--- src/rtl/prlc_pkg.sv ---
`timescale 1ns / 1ps

package prlc_pkg;

  // Field widths
  localparam int unsigned ColW    = 10;
  localparam int unsigned RowW    = 10;
  localparam int unsigned PixW    = 8;
  localparam int unsigned FracW   = 8;
  localparam int unsigned TrigW   = 18;
  localparam int unsigned CoordW  = 24;
  localparam int unsigned LensCW  = 20;
  localparam int unsigned KappaW  = 16;
  localparam int unsigned ApbDW   = 32;
  localparam int unsigned ApbAW   = 5;

  // Frame limits
  localparam int unsigned MaxWidthDef  = 1024;
  localparam int unsigned MaxHeightDef = 1024;

  // Register reset values
  localparam logic signed [TrigW-1:0]  CosReset   = 18'sd65536;
  localparam logic signed [TrigW-1:0]  SinReset   = 18'sd0;
  localparam logic signed [CoordW-1:0] RotCxReset = 24'sd0;
  localparam logic signed [CoordW-1:0] RotCyReset = 24'sd0;
  localparam logic                     LensEnReset = 1'b0;
  localparam logic [LensCW-1:0]        LensCxReset = 20'd98048;
  localparam logic [LensCW-1:0]        LensCyReset = 20'd65792;
  localparam logic [KappaW-1:0]        KappaReset  = 16'd36284;

  typedef enum logic [2:0] {
    REG_COS     = 3'd0,
    REG_SIN     = 3'd1,
    REG_ROT_CX  = 3'd2,
    REG_ROT_CY  = 3'd3,
    REG_LENS_EN = 3'd4,
    REG_LENS_CX = 3'd5,
    REG_LENS_CY = 3'd6,
    REG_KAPPA   = 3'd7
  } reg_idx_e;

  typedef struct packed {
    logic signed [TrigW-1:0]  cos_half_angle;
    logic signed [TrigW-1:0]  sin_half_angle;
    logic signed [CoordW-1:0] rot_center_x;
    logic signed [CoordW-1:0] rot_center_y;
    logic                     lens_enable;
    logic [LensCW-1:0]        lens_center_x;
    logic [LensCW-1:0]        lens_center_y;
    logic [KappaW-1:0]        kappa;
  } cfg_t;

endpackage

--- src/rtl/prlc_cfg_regs.sv ---
`timescale 1ns / 1ps

module prlc_cfg_regs import prlc_pkg::*; (
  input  logic             clk_i,
  input  logic             rst_ni,
  input  logic             psel,
  input  logic             penable,
  input  logic             pwrite,
  input  logic [ApbAW-1:0] paddr,
  input  logic [ApbDW-1:0] pwdata,
  output logic [ApbDW-1:0] prdata,
  output cfg_t             cfg_o
);

  cfg_t     cfg_q;
  logic     wr_en;
  reg_idx_e idx;

  assign wr_en = psel && penable && pwrite;
  assign idx   = reg_idx_e'(paddr[ApbAW-1:2]);

  always_ff @(posedge clk_i or negedge rst_ni) begin
    if (!rst_ni) begin
      cfg_q.cos_half_angle <= CosReset;
      cfg_q.sin_half_angle <= SinReset;
      cfg_q.rot_center_x   <= RotCxReset;
      cfg_q.rot_center_y   <= RotCyReset;
      cfg_q.lens_enable    <= LensEnReset;
      cfg_q.lens_center_x  <= LensCxReset;
      cfg_q.lens_center_y  <= LensCyReset;
      cfg_q.kappa          <= KappaReset;
    end else if (wr_en) begin
      case (idx)
        REG_COS:     cfg_q.cos_half_angle <= pwdata[TrigW-1:0];
        REG_SIN:     cfg_q.sin_half_angle <= pwdata[TrigW-1:0];
        REG_ROT_CX:  cfg_q.rot_center_x   <= pwdata[CoordW-1:0];
        REG_ROT_CY:  cfg_q.rot_center_y   <= pwdata[CoordW-1:0];
        REG_LENS_EN: cfg_q.lens_enable    <= pwdata[0];
        REG_LENS_CX: cfg_q.lens_center_x  <= pwdata[LensCW-1:0];
        REG_LENS_CY: cfg_q.lens_center_y  <= pwdata[LensCW-1:0];
        REG_KAPPA:   cfg_q.kappa          <= pwdata[KappaW-1:0];
        default: ;
      endcase
    end
  end

  always_comb begin
    prdata = '0;
    case (idx)
      REG_COS:     prdata[TrigW-1:0]  = cfg_q.cos_half_angle;
      REG_SIN:     prdata[TrigW-1:0]  = cfg_q.sin_half_angle;
      REG_ROT_CX:  prdata[CoordW-1:0] = cfg_q.rot_center_x;
      REG_ROT_CY:  prdata[CoordW-1:0] = cfg_q.rot_center_y;
      REG_LENS_EN: prdata[0]          = cfg_q.lens_enable;
      REG_LENS_CX: prdata[LensCW-1:0] = cfg_q.lens_center_x;
      REG_LENS_CY: prdata[LensCW-1:0] = cfg_q.lens_center_y;
      REG_KAPPA:   prdata[KappaW-1:0] = cfg_q.kappa;
      default:     prdata = '0;
    endcase
  end

  assign cfg_o = cfg_q;

endmodule

--- config.mk ---
export PLATFORM = sky130hd
export DESIGN_NAME = prlc_cfg_regs
export DESIGN_NICKNAME = d
export VERILOG_FILES = /design/src/rtl/prlc_pkg.sv /design/src/rtl/prlc_cfg_regs.sv
export SDC_FILE = /design/constraint.sdc
export NUM_CORES = 1
export LEC_CHECK = 0
export BUFFER_PORTS_ARGS = -buffer_cell sky130_fd_sc_hd__buf_2
export CELL_PAD_IN_SITES_DETAIL_PLACEMENT = 1
export CELL_PAD_IN_SITES_GLOBAL_PLACEMENT = 2
export CORE_AREA = 2 2 115 201
export DETAILED_ROUTE_END_ITERATION = 12
export DIE_AREA = 0 0 117 203
export PLACE_DENSITY_LB_ADDON = 0.1
export SLEW_MARGIN = 5
export SYNTH_ARGS = -nofsm -noshare
export SYNTH_HDL_FRONTEND = slang
export SYNTH_SLANG_ARGS = --single-unit
export TNS_END_PERCENT = 5
--- constraint.sdc ---
create_clock -name clk_i -period 1.59 [get_ports clk_i]
set_input_delay 0.2385 -clock clk_i [delete_from_list [all_inputs] [get_ports clk_i]]
set_output_delay 0.2385 -clock clk_i [all_outputs]
set_load 0.02 [all_outputs]
==> metrics.txt <==
status finished, violations left; failing checks setup timing; initial core utilization around 30%; Global Route Usage Sum roughly a fifth; clock tree root driver cell clkbuf_16; final net count 767; min-delay src pwdata[22]; worst-path fanout max 3; Reg-to-Reg End cfg_o[88]$_DFFE_PN0P_; register area approximately 3600 sq um; most frequent cells in the layout 182 x buf_2, 141 x mux2_2, 121 x dfrtp_1, 71 x buf_4, 26 x nand2_1; multi-input logic area between 2000 and 3000 sq um; io pins around 220; first-pass GRT wire length about 34,000 um; row count between 70 and 80; CTS clock-pin slew for the worst setup and hold paths around 0.06 ns; antenna diode count 0; setup ws final -0.286 ns; Yosys top cell by area dfrtp_1; via count about 4,900; die height ~200 um; Hold Path End cfg_o[103]$_DFFE_PN0P_; post-synthesis sequential area ratio between 50% and 60%; gp weighted congestion 0.746; max_cap viols 0; dominant cells by area after synthesis dfrtp_1 46%, mux2_2 25%, dfstp_2 8.0%; Yosys cell types 38; Clock Skews 0 ns; flops & latches, synth 141; post-synth top area share about 46%; Vias/cell ~4.8; die width 117 um; RSZ-0062 raised after global routing true; Crit Path Category flip-flop to output pin; DP HPWL between 15,000 and 20,000 um; reg2reg setup slack around 0.67 ns; most common cell after layout, fill and taps aside buf_2; Clock Path Buffers 2; post-synthesis cell area 6540 sq um; drt total wl between 20,000 and 25,000 um; CP Capture Type output pin; hold_ws approximately 0.039 ns; Rel. slew slack 66.6%; Syn Area/Cell approximately 14 sq um; max FFs per register around 140; die area about 24,000 sq um; DR WL/cell 22.0 um; number of global-route vias before repair 5,579; Filler cells about 2,400; total gr overflow 0; Setup violations, final 20; post-synthesis cell count between 400 and 500; number of buffers created by CTS 17; final routed DRC violation total 0; TritonRoute pass-1 iters 4; layout cells sized above 1 71.0%; Final Hold Viols 0; Num Clock Sinks between 100 and 150; reg2reg start cfg_o[88]$_DFFE_PN0P_; Pleak around 4.6 nW; critical path arrival ~1.6 ns; Max Fclk 533 MHz; number of nets with antenna violations after routing 0; htree depth 4; cells on worst reg2reg path 2; largest net degree at the start of global routing 37; area grow syn2layout 42.5%; initial antenna violation count 1; port buffer count about 200; CP Data Required Time about 1.4 ns; final worst-path cycle share 118%; Max Slew Vio Count 0; startpoint types flip-flop; Core Footprint 22,100 sq um; Pwr Total 12.8 mW; Hold Path Depth 2; pwr/cell area between 1000 and 1500 nW/um^2; worst hold path type primary input to flip-flop; YS warnings 0; worst slew pin tran roughly 0.5 ns; TritonCTS clock tree done; latest clock arrival within the worst-skew pair around 0.42 ns; maximum vdd ir drop 620 uV; Tmin final approximately 1.9 ns; Iter 0 DRT Violations roughly 120
cells by family (layout without fill, tap and decap cells):
logic type | count (synthesis) | in the layout | synth area share, %
simple gates | 67 | 67 | 4.99
compound gates | 32 | 32 | 3.40
flops | 141 | 141 | 54.3
mux | 181 | 181 | 34.0
buf+inv | 37 | 309 | 3.27
other cells | 1 | 8 | 0.0573
repair_timing:
item,in CTS,in global routing
pin swaps,5,0
gates resized for setup,22,11
buffers inserted,13,0
setup endpoints to repair,20,23
hold endpoints to repair,27,0
hold buffers,1,0
area by class of cell:
type | count | area share [%]
inverter | 3 | 0.121
clock inverter | 15 | 1.84
tap | 296 | 3.97
clock buffer | 17 | 4.56
sequential | 141 | 38.1
multi-input combinational | 288 | 31.8
timing repair buffer | 274 | 19.6
worst max-delay path: stages, from the launching register on:
cell     delay, ns
dfrtp_1       0.40
mux4_2        0.49
nor2_4        0.10
a31oi_2       0.04
buf_4         0.17
how the worst max path moves through the flow:
stage | slack, ns | end | startpoint
detailed placement | -0.25 | prdata[2] | paddr[2]
finish | -0.29 | prdata[8] | cfg_o[89]$_DFFE_PN0P_
floorplan | -0.1 | prdata[14] | paddr[2]
global placement | -0.25 | prdata[2] | paddr[2]
CTS | -0.30 | prdata[2] | cfg_o[2]$_DFFE_PN1P_
global route | -0.37 | prdata[8] | cfg_o[89]$_DFFE_PN0P_
power breakdown:
| part | switching (mW) | internal, mW |
|---|---|---|
| combinational | 2.12 | 1.70 |
| clock | 1.61 | 2.46 |
| sequential | 0.558 | 4.37 |
| total | 4.29 | 8.53 |
routing by layer:
metal / track usage [%] / wire (um) / up-vias
met5: 0 / 16 / -
met4: 6.81 / 520 / 2
met3: 5.19 / 1010 / 30
met2: 37.2 / 12900 / 139
met1: 21.3 / 8290 / 2553
li1: - / - / 2195
stage by stage:
step / area, sq um / utilization [%] / TNS, ns / cells / worst slack [ns]
floorplan: 6640 / - / -0.664 / 466 / -0.0997
global placement: 8520 / 38.6 / -16.41 / 988 / -0.252
detailed placement: 8520 / 38.6 / -19.07 / 988 / -0.250
CTS: 9290 / 42.1 / -5.23 / 1034 / -0.301
global route: 9320 / 42.2 / -6.28 / 1034 / -0.366
finish: 9320 / 42.2 / -4.67 / 1034 / -0.286
Yosys cell counts:
master	number
a21oi_1	2
o2bb2ai_1	1
mux4_2	14
a22oi_1	5
and3_1	1
nor2_1	22
buf_6	2
inv_1	2
buf_2	18
a211o_1	1
nor3_1	2
a221o_1	1
nand2_1	26
buf_4	10
mux2i_1	10
conb_1	1
o21ai_0	2
nor2b_1	2
nor2_2	3
or3_1	1
nand2b_1	2
a221oi_1	5
buf_1	1
and2_1	1
dfrtp_1	121
clkbuf_1	3
dfstp_2	20
mux2_1	4
nand4b_4	1
mux2_2	143
a31oi_1	11
nor3_2	1
o22ai_1	4
nand4_2	1
mux2_4	10
nand3_1	1
clkinv_1	1
nand3b_1	3
Power figures use the tool's default switching activity.
